**config.mk**
```make
export PLATFORM = sky130hd
export DESIGN_NAME = bfd_scale
export DESIGN_NICKNAME = d
export VERILOG_FILES = /design/src/bfd_pkg.sv /design/src/bfd_scale.sv
export SDC_FILE = /design/constraint.sdc
export NUM_CORES = 2
export LEC_CHECK = 0
export ABC_AREA = 1
export BUFFER_PORTS_ARGS = -buffer_cell sky130_fd_sc_hd__buf_4
export CORE_ASPECT_RATIO = 0.7
export CORE_UTILIZATION = 50
export CTS_BUF_LIST = sky130_fd_sc_hd__clkbuf_8
export DETAILED_ROUTE_END_ITERATION = 10
export PLACE_DENSITY = 0.69
export SYNTH_ARGS = -nofsm -noshare
export SYNTH_HDL_FRONTEND = slang
export SYNTH_SLANG_ARGS = --single-unit
```
**constraint.sdc**
```tcl
create_clock -name clk -period 0.8 [get_ports clk]
set_input_delay 0.12 -clock clk [delete_from_list [all_inputs] [get_ports clk]]
set_output_delay 0.12 -clock clk [all_outputs]
set_load 0.05 [all_outputs]
```
**src/bfd_pkg.sv**
```systemverilog
`timescale 1ns / 1ps
`default_nettype none

package bfd_pkg;

    localparam int SRC_DIM_MAX   = 4096;
    localparam int SHRINK_MAX    = 16;
    localparam int OUT_WIDTH_MAX = 1024;

    localparam int SIZE_W    = 13;
    localparam int SHRINK_W  = 5;
    localparam int OUT_W     = 11;
    localparam int POS_W     = 12;
    localparam int BLK_W     = 4;
    localparam int CFG_W     = 13;
    localparam int CFG_IDX_W = 3;

    localparam int CHAN_W   = 8;
    localparam int CHANNELS = 4;
    localparam int SUM_W    = 16;

    // quotient = (sum * ceil(2^24 / k^2)) >> 24, exact for 16-bit sums and k^2 <= 256
    localparam int RECIP_W     = 25;
    localparam int RECIP_SHIFT = 24;

    localparam int OUTQ_DEPTH = 8;

    localparam int SRC_WIDTH_RESET  = 640;
    localparam int SRC_HEIGHT_RESET = 480;
    localparam int SHRINK_RESET     = 4;
    localparam int OUT_WIDTH_RESET  = 160;
    localparam int OUT_HEIGHT_RESET = 120;

    typedef enum logic [CFG_IDX_W-1:0] {
        REG_SRC_WIDTH  = 3'd0,
        REG_SRC_HEIGHT = 3'd1,
        REG_SHRINK     = 3'd2,
        REG_OUT_WIDTH  = 3'd3,
        REG_OUT_HEIGHT = 3'd4
    } cfg_reg_t;

    typedef logic [CHANNELS-1:0][CHAN_W-1:0] chans_t;
    typedef logic [CHANNELS-1:0][SUM_W-1:0]  sums_t;

    typedef struct packed {
        chans_t chan;
        logic   frame_last;
    } pixel_t;

    function automatic logic [RECIP_W-1:0] recip_for(input logic [SHRINK_W-1:0] k);
        logic [RECIP_W-1:0] r;
        case (k)
            5'd2:    r = 25'd4194304;
            5'd3:    r = 25'd1864136;
            5'd4:    r = 25'd1048576;
            5'd5:    r = 25'd671089;
            5'd6:    r = 25'd466034;
            5'd7:    r = 25'd342393;
            5'd8:    r = 25'd262144;
            5'd9:    r = 25'd207127;
            5'd10:   r = 25'd167773;
            5'd11:   r = 25'd138655;
            5'd12:   r = 25'd116509;
            5'd13:   r = 25'd99274;
            5'd14:   r = 25'd85599;
            5'd15:   r = 25'd74566;
            5'd16:   r = 25'd65536;
            default: r = 25'd16777216;
        endcase
        return r;
    endfunction

endpackage

`default_nettype wire

```
**src/bfd_scale.sv**
```systemverilog
`timescale 1ns / 1ps
`default_nettype none

module bfd_scale (
    input  wire logic                           clk,
    input  wire logic                           rst_n,
    input  wire logic                           in_valid,
    input  wire bfd_pkg::sums_t                 sums,
    input  wire logic                           last,
    input  wire logic [bfd_pkg::SHRINK_W-1:0]   k,
    output logic                                out_valid,
    output bfd_pkg::pixel_t                     out_pix
);

    localparam int PROD_W = bfd_pkg::SUM_W + bfd_pkg::RECIP_W;

    logic [bfd_pkg::RECIP_W-1:0] recip;
    logic [PROD_W-1:0]           prod [bfd_pkg::CHANNELS];
    bfd_pkg::pixel_t             pix_next;
    bfd_pkg::pixel_t             pix_reg;
    logic                        valid_reg;

    // one reciprocal multiplier per channel lane
    always_comb
    begin
        recip = bfd_pkg::recip_for(k);
        for (int c = 0; c < bfd_pkg::CHANNELS; c++)
        begin
            prod[c] = PROD_W'(sums[c]) * PROD_W'(recip);
            pix_next.chan[c] = prod[c][bfd_pkg::RECIP_SHIFT +: bfd_pkg::CHAN_W];
        end
        pix_next.frame_last = last;
    end

    always_ff @(posedge clk or negedge rst_n)
    begin
        if (!rst_n)
        begin
            valid_reg <= 1'b0;
        end
        else
        begin
            valid_reg <= in_valid;
        end
    end

    always_ff @(posedge clk)
    begin
        if (in_valid)
        begin
            pix_reg <= pix_next;
        end
    end

    assign out_valid = valid_reg;
    assign out_pix   = pix_reg;

endmodule

`default_nettype wire

```
After elaboration in Yosys (flattened, before gate mapping)
Memories as Yosys holds them, arrays and structs flattened.
Cells that the tools add are included.
{"block": "totals", "register_bits": 34, "n_memories": 1, "romBits": 736, "elab_cells": 11, "output_inout_bits": 34, "in_bits": 73}
{"memory": "(name not given)", "depth": 32, "width": 23, "rd": 1, "rd_clocked_by_memory_dff": 0, "wr": 0, "line_no": "bfd_pkg.sv:52", "source": "case (k)"}
{"block": "op_classes", "n_mul": 4}
{"cell": "multiplier 16 x 25 -> 32 bit", "count": 4}

Depth between registers and ports, before layout
An unclocked memory read counts as a cell.
{"block": "depth", "word_depth": 2, "ltp_mapped": 34, "mapped_depth_nobuf": 32}

Worst setup path before layout
Ideal clock, no wire load.
{"block": "synth_timing", "path_type": "input-to-reg", "start": "input k[0] in the netlist's numbering", "end": "register pix_reg, in the netlist out_pix[22] (data pin)", "setup_time_ns": 0.258, "t_arrival_ns": 5.676, "cell_stages": 27, "path_buffers": 1, "path_slack_ns": -5.134, "required_ns": 0.542, "cell_sequence": "inv_1 -> ha_1 -> inv_1 -> nand2_2 -> o21ai_0 -> nand2_1 -> clkinv_1 -> clkbuf_1 -> nand2_1 -> fa_1 -> inv_1 -> fa_1 -> fa_1 -> fa_1 -> fa_1 -> inv_1 -> fa_1 -> inv_1 -> ha_1 -> a21o_1 -> nor2_1 -> o21ai_0 -> a21oi_1 -> nor2_1 -> nor3_1 -> nand2_1 -> xor2_1"}
{"item": "start: declaration", "line_no": "bfd_scale.sv:10", "source": "input wire logic [bfd_pkg::SHRINK_W-1:0] k,"}
{"item": "end signal: assignment", "line_no": "bfd_scale.sv:51", "source": "pix_reg <= pix_next;"}
{"item": "end: declaration", "line_no": "bfd_scale.sv:20", "source": "bfd_pkg::pixel_t pix_reg;"}

==> run metrics <==
CP required 0.97 ns; share of total power in sequential cells 0.025; xor/xnor share of the synthesized area 0.00471; main combinational cell family by area after synthesis adder cells; 1st-pass router iterations 7; multiplexer area fraction after synthesis 0; Final Hold Fails 0; cts bufs inserted 5; sum of internal, switching and leakage power 0.180 W; vias after detailed routing 39307; ports placed on the boundary 107; peak clock frequency supported by timing 171 MHz; maximum number of buffers from clock root to sink 2; Critical Path AT 6.02 ns; pin slew with the least headroom to its limit 0.506 ns; Post-Syn Instances 5444; delay of the slowest cell on the worst path 0.55 ns; Switching Fraction 0.545; Yosys warnings 0; post-route core utilization 0.665; sum of overflow across all layers after global routing 0; power density over cell area 3200 mW/mm^2; part of the power in combinational logic 0.963; placed cell count 7229; Die W 352 microns; commonest cells after routing, fill and taps aside inv_1 (1284), nand2_1 (999), fa_1 (990), buf_4 (786), nor2_1 (645); Worst Hold Endpoint out_valid; violation count after the first detailed-route iteration 3361; filler instances 6793; Min Hold Slack 0.161 ns; relative slew slack 0.662; mean area per synthesized cell 7.86 sq um; Crit Path Category in -> reg; TritonCTS clock tree yes; area of the core 0.0845 sq mm; combined area of the multi-input logic cells 0.0387 sq mm; starting utilization of the core area 0.506; kind of start point of the critical path input pin; Sequential Area 0.00102 sq mm; final standard cell count with taps included and fillers excluded 7374; run status complete, but fails checks; path category of the worst min-delay check in -> reg; placer's final routability congestion estimate 0.983; vias in the first global route 41477; die outline area 0.0867 sq mm; detailed-route DRC error count 0; post-synthesis simple-gate area fraction 0.194; Detail Route Antenna Nets 0; shortest period the worst path allows 5.85 ns; cell type of the slowest stage on the worst timing path fa_1; layout overhead on the synthesized area 31.3%; period utilisation layout 7.31; proportion of power drawn by the clock network 0.011; Synth Area in Compound Gates 0.0338; Yosys cell types 50; Leak 28.4 nW; top post-synthesis cells by area fa_1 (50%), inv_1 (12%), nand2_1 (10%); most repeated library cell on the critical path fa_1; total wire length 151 mm; largest fanout of any net on the critical path 6; synthesized netlist net count 6917; hold-critical path depth 2; floorplan die height 247 microns; number of max-slew violations in the final report 0; antenna violations before repair 4; total clock sinks 34; detailed placer's ending HPWL 122 mm; All-Layer GR Usage 0.360; first-pass GRT wire length 234 mm; maximum number of pins on one net before global-route repair 26; sequential area share after synthesis 0.0238; nets@finish 7706; clock input transition at the sequential cells of the worst setup and hold paths 0.11 ns; max_cap viols 0; critical path capture point type flip-flop; net switching component of the power 0.0980 W; number of port buffers 106; worst supply voltage drop on vdd 3.54 mV; via density per instance 5.33; routed len/inst 20.5 microns; cell at the root of the clock tree clkbuf_8; cell type contributing the most total cell area after synthesis fa_1; fraction of final layout cells sized beyond drive strength 1 0.279; violations in the final reports setup timing; RSZ-0062 raised after global routing true; internal power summed over all cells 0.0819 W; most frequent standard cell in the layout excluding fill and tap cells inv_1; cell row count 89; source of the worst hold timing path in_valid; count of endpoints failing setup in the final report 66; adder-cell share of the synthesized area 0.598; share of the synthesized area in the top cell type 0.504; Setup crit start k[1]; number of register bits inferred by synthesis 34; H-tree Lvls 2; smallest setup slack after layout -5.05 ns; mapped cell area 0.0428 sq mm
critical path, delay by kind of cell:
| family | cells | cell delay, ns |
|---|---|---|
| AO/OA/AOI/OAI | 1 | 0.08 |
| AND/OR/NAND/NOR | 11 | 1.13 |
| adder cells (fa/ha/maj) | 8 | 3.50 |
| buffers and inverters | 10 | 1.17 |
metrics by stage:
stage	setup TNS [ns]	setup WS [ns]	instance area (sq um)
4_1_cts	-165.42	-4.90	55000
6_report	-168.17	-5.05	56200
2_1_floorplan	-151.73	-4.85	43700
3_3_place_gp	-174.20	-5.63	51600
3_5_place_dp	-175.23	-5.65	51600
5_1_grt	-174.71	-5.21	56200
metal layers:
metal | part of all wire | vias up | track usage | wire, microns
li1 | - | 17232 | - | -
met1 | 0.39 | 19576 | 0.488 | 59700
met2 | 0.44 | 2118 | 0.543 | 65800
met3 | 0.13 | 379 | 0.118 | 20000
met4 | 0.038 | 2 | 0.115 | 5710
met5 | 0.000073 | - | 0 | 11
final cells by class:
class / count / area share
diodes: 3 / 0.000134
clock buffers: 8 / 0.00196
inverters: 1408 / 0.0956
multi-input cells: 3772 / 0.690
flip-flops and latches: 34 / 0.0181
well taps: 1137 / 0.0253
repair buffers: 1012 / 0.169
logic make-up (layout without fill, tap and decap cells):
| kind of cell | Yosys count | count (layout) |
|---|---|---|
| other | 0 | 3 |
| XOR/XNOR | 23 | 23 |
| adder cells (fa/ha/maj) | 1400 | 1400 |
| AND/OR/NAND/NOR | 2093 | 2093 |
| AO/OA/AOI/OAI | 256 | 256 |
| buffers and inverters | 1638 | 2428 |
| flip-flops | 34 | 34 |
synthesized netlist by cell type (all sizes together):
| library cell | n |
|---|---|
| and3 | 2 |
| nor2 | 757 |
| clkinv | 10 |
| o21ai | 73 |
| o21a | 6 |
| nand3 | 82 |
| o21bai | 6 |
| inv | 1398 |
| edfxtp | 33 |
| clkbuf | 171 |
| fa | 1076 |
| a211oi | 4 |
| nand4 | 24 |
| xor2 | 13 |
| o31ai | 2 |
| a21boi | 2 |
| buf | 59 |
| a31oi | 9 |
| o221ai | 2 |
| o211a | 1 |
| nand3b | 11 |
| ha | 324 |
| o211ai | 5 |
| o311ai | 2 |
| nand2 | 1168 |
| xnor2 | 10 |
| a21oi | 128 |
| nor4 | 17 |
| a21o | 15 |
| o2111ai | 1 |
| nor3 | 32 |
| dfrtp | 1 |
power groups by stage:
| stage | registers [W] | logic [W] | clock network [W] |
|---|---|---|---|
| after floorplan | 0.00732 | 0.0765 | 0 |
| after global placement | 0.00445 | 0.125 | 0 |
| after detailed placement | 0.00441 | 0.127 | 0 |
| after CTS | 0.00457 | 0.156 | 0.00211 |
| after global routing | 0.00463 | 0.189 | 0.00213 |
| final | 0.00454 | 0.173 | 0.00204 |
worst max-delay path by stage:
stage / end / cells past startpoint
detailed placement: out_pix[15] / 30
global placement: out_pix[15] / 30
CTS: out_pix[15] / 29
floorplan: out_pix[26] / 27
global route: out_pix[32] / 32
finish: out_pix[32] / 30
registers in the layout, summed over array words and instances (netlist names):
signal,cells
out_valid,1
out_pix,33
timing repair:
action	in CTS	in global routing
pin swaps	355	284
gates resized for setup	566	317
buffers inserted	108	26
endpoints found under the setup margin	66	66
hold endpoints to repair	2	0
hold buffers	3	0
cloned	9	3
Note: power is estimated with default switching activity, not from simulation.
