<file path="src/bfd_pkg.sv">
`timescale 1ns / 1ps
`default_nettype none

package bfd_pkg;

    localparam int SRC_DIM_MAX   = 4096;
    localparam int SHRINK_MAX    = 16;
    localparam int OUT_WIDTH_MAX = 1024;

    localparam int SIZE_W    = 13;
    localparam int SHRINK_W  = 5;
    localparam int OUT_W     = 11;
    localparam int POS_W     = 12;
    localparam int BLK_W     = 4;
    localparam int CFG_W     = 13;
    localparam int CFG_IDX_W = 3;

    localparam int CHAN_W   = 8;
    localparam int CHANNELS = 4;
    localparam int SUM_W    = 16;

    // quotient = (sum * ceil(2^24 / k^2)) >> 24, exact for 16-bit sums and k^2 <= 256
    localparam int RECIP_W     = 25;
    localparam int RECIP_SHIFT = 24;

    localparam int OUTQ_DEPTH = 8;

    localparam int SRC_WIDTH_RESET  = 640;
    localparam int SRC_HEIGHT_RESET = 480;
    localparam int SHRINK_RESET     = 4;
    localparam int OUT_WIDTH_RESET  = 160;
    localparam int OUT_HEIGHT_RESET = 120;

    typedef enum logic [CFG_IDX_W-1:0] {
        REG_SRC_WIDTH  = 3'd0,
        REG_SRC_HEIGHT = 3'd1,
        REG_SHRINK     = 3'd2,
        REG_OUT_WIDTH  = 3'd3,
        REG_OUT_HEIGHT = 3'd4
    } cfg_reg_t;

    typedef logic [CHANNELS-1:0][CHAN_W-1:0] chans_t;
    typedef logic [CHANNELS-1:0][SUM_W-1:0]  sums_t;

    typedef struct packed {
        chans_t chan;
        logic   frame_last;
    } pixel_t;

    function automatic logic [RECIP_W-1:0] recip_for(input logic [SHRINK_W-1:0] k);
        logic [RECIP_W-1:0] r;
        case (k)
            5'd2:    r = 25'd4194304;
            5'd3:    r = 25'd1864136;
            5'd4:    r = 25'd1048576;
            5'd5:    r = 25'd671089;
            5'd6:    r = 25'd466034;
            5'd7:    r = 25'd342393;
            5'd8:    r = 25'd262144;
            5'd9:    r = 25'd207127;
            5'd10:   r = 25'd167773;
            5'd11:   r = 25'd138655;
            5'd12:   r = 25'd116509;
            5'd13:   r = 25'd99274;
            5'd14:   r = 25'd85599;
            5'd15:   r = 25'd74566;
            5'd16:   r = 25'd65536;
            default: r = 25'd16777216;
        endcase
        return r;
    endfunction

endpackage

`default_nettype wire

</file>
<file path="src/bfd_outq.sv">
`timescale 1ns / 1ps
`default_nettype none

module bfd_outq #(
    parameter int DEPTH = bfd_pkg::OUTQ_DEPTH
) (
    input  wire logic                          clk,
    input  wire logic                          rst_n,
    input  wire logic                          push_valid,
    input  wire bfd_pkg::pixel_t               push_data,
    output logic                               pop_valid,
    input  wire logic                          pop_ready,
    output bfd_pkg::pixel_t                    pop_data,
    output logic [$clog2(DEPTH + 1)-1:0]       level
);

    localparam int PTR_W = (DEPTH > 1) ? $clog2(DEPTH) : 1;
    localparam int LVL_W = $clog2(DEPTH + 1);

    bfd_pkg::pixel_t   slot_reg [DEPTH];
    logic [PTR_W-1:0]  wr_ptr_reg;
    logic [PTR_W-1:0]  wr_ptr_next;
    logic [PTR_W-1:0]  rd_ptr_reg;
    logic [PTR_W-1:0]  rd_ptr_next;
    logic [LVL_W-1:0]  level_reg;
    logic [LVL_W-1:0]  level_next;
    logic              pop;

    always_comb
    begin
        pop         = pop_ready && (level_reg != '0);
        wr_ptr_next = wr_ptr_reg;
        rd_ptr_next = rd_ptr_reg;
        level_next  = level_reg;
        if (push_valid)
        begin
            wr_ptr_next = (wr_ptr_reg == PTR_W'(DEPTH - 1)) ? '0 : wr_ptr_reg + PTR_W'(1);
        end
        if (pop)
        begin
            rd_ptr_next = (rd_ptr_reg == PTR_W'(DEPTH - 1)) ? '0 : rd_ptr_reg + PTR_W'(1);
        end
        if (push_valid && !pop)
        begin
            level_next = level_reg + LVL_W'(1);
        end
        else if (pop && !push_valid)
        begin
            level_next = level_reg - LVL_W'(1);
        end
    end

    always_ff @(posedge clk or negedge rst_n)
    begin
        if (!rst_n)
        begin
            wr_ptr_reg <= '0;
            rd_ptr_reg <= '0;
            level_reg  <= '0;
        end
        else
        begin
            wr_ptr_reg <= wr_ptr_next;
            rd_ptr_reg <= rd_ptr_next;
            level_reg  <= level_next;
        end
    end

    always_ff @(posedge clk)
    begin
        if (push_valid)
        begin
            slot_reg[wr_ptr_reg] <= push_data;
        end
    end

    assign pop_valid = (level_reg != '0);
    assign pop_data  = slot_reg[rd_ptr_reg];
    assign level     = level_reg;

endmodule

`default_nettype wire

</file>
<file path="config.mk">
export PLATFORM = sky130hd
export DESIGN_NAME = bfd_outq
export DESIGN_NICKNAME = d
export VERILOG_FILES = /design/src/bfd_pkg.sv /design/src/bfd_outq.sv
export SDC_FILE = /design/constraint.sdc
export NUM_CORES = 1
export LEC_CHECK = 0
export ABC_CLOCK_PERIOD_IN_PS = 4970
export BUFFER_PORTS_ARGS = -buffer_cell sky130_fd_sc_hd__buf_2
export CAP_MARGIN = 40
export CORE_MARGIN = 2
export CORE_UTILIZATION = 40
export DETAILED_ROUTE_END_ITERATION = 8
export HOLD_SLACK_MARGIN = 0.12
export PLACE_DENSITY = 0.68
export REMOVE_ABC_BUFFERS = 1
export SKIP_LAST_GASP = 1
export SLEW_MARGIN = 30
export SYNTH_ARGS = -nofsm -noshare
export SYNTH_HDL_FRONTEND = slang
export SYNTH_SLANG_ARGS = --single-unit
</file>
<file path="constraint.sdc">
create_clock -name clk -period 4.97 [get_ports clk]
set_clock_uncertainty 0.15 [all_clocks]
set_input_delay 0.994 -clock clk [delete_from_list [all_inputs] [get_ports clk]]
set_output_delay 0.994 -clock clk [all_outputs]
set_load 0.005 [all_outputs]
</file>
# Word-level counts from Yosys, hierarchy flattened
# Memory sizes are Yosys's and may differ from the RTL's.
# Index checks and enable logic that the tools add are counted.
dict set report classes {
  n_addsub 4
  n_eq_ne 2
  mux 6
  reduce_logical 7
}
# cell n
set op_table {}
lappend op_table {{4-bit 2-to-1 mux} 2}
lappend op_table {{3-bit by 1-bit adder with 3-bit output, second input constant} 2}
lappend op_table {{3-bit == test, second input constant} 2}
lappend op_table {{3-bit 2-to-1 mux} 2}
lappend op_table {{4-bit by 1-bit adder with 4-bit output, second input constant} 1}
lappend op_table {{4-bit nonzero test} 1}
lappend op_table {{4-bit by 1-bit subtractor with 4-bit output, second input constant} 1}
lappend op_table {{1-bit logical AND} 3}
lappend op_table {{1-bit logical NOT} 2}
lappend op_table {{1-bit 2-to-1 mux} 2}
lappend op_table {{2-bit nonzero test} 1}
dict set report word_totals {
  register_bits 10
  ramBits 264
  out_inout_bits 38
  word_cells 23
  mem_count 1
}
# name depth word_bits read_ports rd_ports_with_merged_regs wr line
set mem_list {}
lappend mem_list {slot_reg 8 33 1 0 1 bfd_outq.sv:20} ;# bfd_pkg::pixel_t slot_reg [DEPTH];

# Logic depth before layout (Yosys ltp)
dict set report logic_depth {
  ltp_word 5
  depth_mapped 7
  ltp_nobuf 7
}

# Least setup slack after synthesis
# OpenSTA, ideal clock, no wires.
dict set report synth_path {
  kind {input -> register}
  startpoint {input port push_valid}
  endpoint {memory slot_reg[0][0] in the netlist's numbering (enable)}
  t_arrival_ns 3.361
  required_ns 4.356
  slack_ns 0.995
  path_stages 2
  n_path_buf 0
  path_cell_list {nand2b_1 nor3_1}
}
dict set report synth_between {
  elab_chain_cells 2
}
# item line
set synth_lines {}
lappend synth_lines {{from (decl)} bfd_outq.sv:9} ;# input wire logic push_valid,
lappend synth_lines {{1-bit 2-to-1 mux} bfd_outq.sv:71} ;# if (push_valid)
lappend synth_lines {{1-bit 2-to-1 mux (not written as such)} bfd_outq.sv:73} ;# slot_reg[wr_ptr_reg] <= push_data;
lappend synth_lines {{to (decl)} bfd_outq.sv:20}
# No other way between the ends.

==> summary.md <==
### STA
* final setup violation count: 0
* Total Negative Setup Slacks: 0 ns
* relative max-transition margin: 0.478
* hold slack: 0.178 ns
* number of hold-slack violations in the final timing report: 0
* unrepaired setup endpoints after global routing: no
* maximum clock rate: 0.266 GHz
* share of the clock period used by the worst path: 0.757
* Final Slew Violations: 0
* minimum clock period: 3.76 ns
* transition time at the pin with the least slew margin: 0.783 ns

### Synth
* cell taking the most area after synthesis: sky130_fd_sc_hd__edfxtp_1
* largest cells by area after synthesis: sky130_fd_sc_hd__edfxtp_1, sky130_fd_sc_hd__mux4_2, sky130_fd_sc_hd__mux2_4
* synthesized instance count: 447
* number of distinct library cell variants in the gate-level netlist after synthesis: 31
* total of flip-flops plus latches after synthesis: 274
* top cell type's share of synthesized area: 0.745
* total standard cell area after synthesis: 10600 µm²
* total number of yosys warnings: 0
* part of the Yosys area used for sequential elements: 0.768
* Post-Synthesis Mean Instance Area: 23.8 µm²

### Route
* post-DR wirelength/cell: 22.3 µm
* first drt pass iteration count: 4
* DRC violations left: 0
* Antenna Violating Nets Remaining: 0
* number of DRC markers in iteration 0: 313
* average via count per standard cell: 5.37
* total via count in the routed design: 4848
* Routed Wire Length: 20200 µm

### Setup path
* Critical Path AT: 2.62 ns
* largest fanout on the critical path: 56
* CP Launch Point: rd_ptr_reg[0]
* CP endpoint kind: primary output
* number of cells on the worst reg-to-reg path: 7
* origin of the critical flop-to-flop path: level[0]
* required time worst endpoint: 3.83 ns
* startpoint type of the worst setup path: register
* Setup Crit Path Kind: reg -> out

### Pwr
* Leakage Power: 4.14 nW
* switching part of the total power: 0.272
* IR drop worst, VDD: 330 µV
* ratio of total power to cell area: 588 nW/µm²
* cell internal pwr: 0.00535 W
* Tot Pwr: 0.00735 W
* clock group share of total power: 0.293
* sequential share of power: 0.429
* share of power burned in combinational logic: 0.278
* net switching power figure: 0.00200 W

### Flow run
* max_cap viols: 0

### Floorplanning
* width of the die: 167 µm
* number of rows in the core area: 59
* Die Height: 167 µm
* num ports: 75
* Core Region: 26100 µm²
* Starting Density: 0.409
* total die area: 27900 µm²

### Status
* status: finished, final reports clean

### CTS
* deepest level of the CTS H-tree: 1
* post-cts sizing count: 0
* CTS Root Cell: sky130_fd_sc_hd__clkbuf_16
* Num CTS Buffers: 29
* clock latency of the later-clocked register in the worst-skew pair: 0.53 ns
* clock sinks: 274
* TritonCTS clock tree: built
* # hold bufs at CTS: 0
* Post-CTS Setup Inserts: 0
* clock input transition at the sequential cells of the worst setup and hold paths: 0.06 ns
* Longest Clk Path Bufs: 3

### Final layout
* fraction of layout instances using a drive strength above 1: 0.425
* highest-count cells in the layout ignoring fill and taps: sky130_fd_sc_hd__edfxtp_1, sky130_fd_sc_hd__buf_2, sky130_fd_sc_hd__mux4_2
* layout overhead on the synthesized area: 17.5%
* max reg flops: 264
* net count reported at finish: 591
* commonest non-fill, non-tap cell in the layout: sky130_fd_sc_hd__edfxtp_1
* cell area after layout: 12500 µm²
* combined flip-flop and latch cell area: 8190 µm²
* area of the multi-input gates: 2380 µm²
* filler cell count: 2091

### GRT
* gr usage total: 0.144
* first-pass GRT wire length: 30800 µm
* number of global-route vias before repair: 5203
* aggregate global routing overflow: 0
* antenna violations before repair: 4
* maximum number of pins on one net before global-route repair: 57

### Place
* final estimated routing congestion in global placement: 0.690
* Post-DP HPWL: 11900 µm
* area post-placement: 11500 µm²
* Port-buffer cells: 74

### Hold path
* Hold Crit Class: in -> async

-- metrics by stage --
stage / utilization / instances / setup WS (ns)
4_1_cts: 0.480 / 902 / 1.14
6_report: 0.480 / 903 / 1.21
2_1_floorplan: - / 427 / 0.188
5_1_grt: 0.480 / 902 / 1.06
3_3_place_gp: 0.440 / 847 / 1.74
3_5_place_dp: 0.443 / 850 / 1.70
-- power by group through the flow --
stage / logic, W / registers (W) / clock network, W
after floorplan: 0.00127 / 0.00327 / 0
after detailed placement: 0.00210 / 0.00321 / 0
after CTS: 0.00211 / 0.00316 / 0.00219
after global routing: 0.00221 / 0.00319 / 0.00229
final: 0.00205 / 0.00315 / 0.00215
after global placement: 0.00197 / 0.00324 / 0
-- layout make-up --
class	instances	share of cell area
timing repair buffer	88	0.0442
tap	335	0.0335
clock inverter	18	0.0171
antenna	1	0.000200
inverter	2	0.000600
multi-input combinational	151	0.190
sequential	274	0.655
clock buffer	34	0.0595
-- metal layers --
metal,track usage,share of wire
met2,0.247,0.51
met1,0.191,0.42
met5,0,0.0016
met4,0.0305,0.015
met3,0.0324,0.055
-- critical path, cell delays in order, from the launching register on --
cell,delay (ns)
sky130_fd_sc_hd__dfrtp_4,0.59
sky130_fd_sc_hd__buf_12,0.42
sky130_fd_sc_hd__mux4_1,0.61
sky130_fd_sc_hd__mux2_4,0.28
sky130_fd_sc_hd__buf_2,0.13
-- path summary, 6_finish.rpt --
check | endpoint | slack, ns
min in group clk | wr_ptr_reg[2] | 0.42
max reg2reg | level[3] | 1.97
max in group asynchronous | rd_ptr_reg[0] | 4.24
min reg2reg | wr_ptr_reg[2] | 0.42
min | rd_ptr_reg[1] | 0.18
max | pop_data[20] | 1.21
-- kinds of logic after synthesis --
kind of cell	share of synthesized area
adders and majority gates	0.0101
AOI/OAI and AO/OA	0.00705
and+or+nand+nor	0.0126
buffers and inverters	0.0143
xor gates and xnor gates	0.00165
muxes	0.186
DFF	0.768
-- cells in the mapped netlist, drive strengths merged --
master and n:
or4 2, ha 7, nand2b 3, o21ai 3
buf 13, edfxtp 264, nor2 7, mux2 37
mux2i 1, mux4 66, a2111o 1, o41ai 1
nand2 6, dfrtp 10, xnor2 2, nand3b 2
inv 2, o211ai 2, fa 1, nor3 4
a21o 1, or3 1, clkbuf 7, nand3 2
a21oi 2
(Power assumes the default switching activity.)
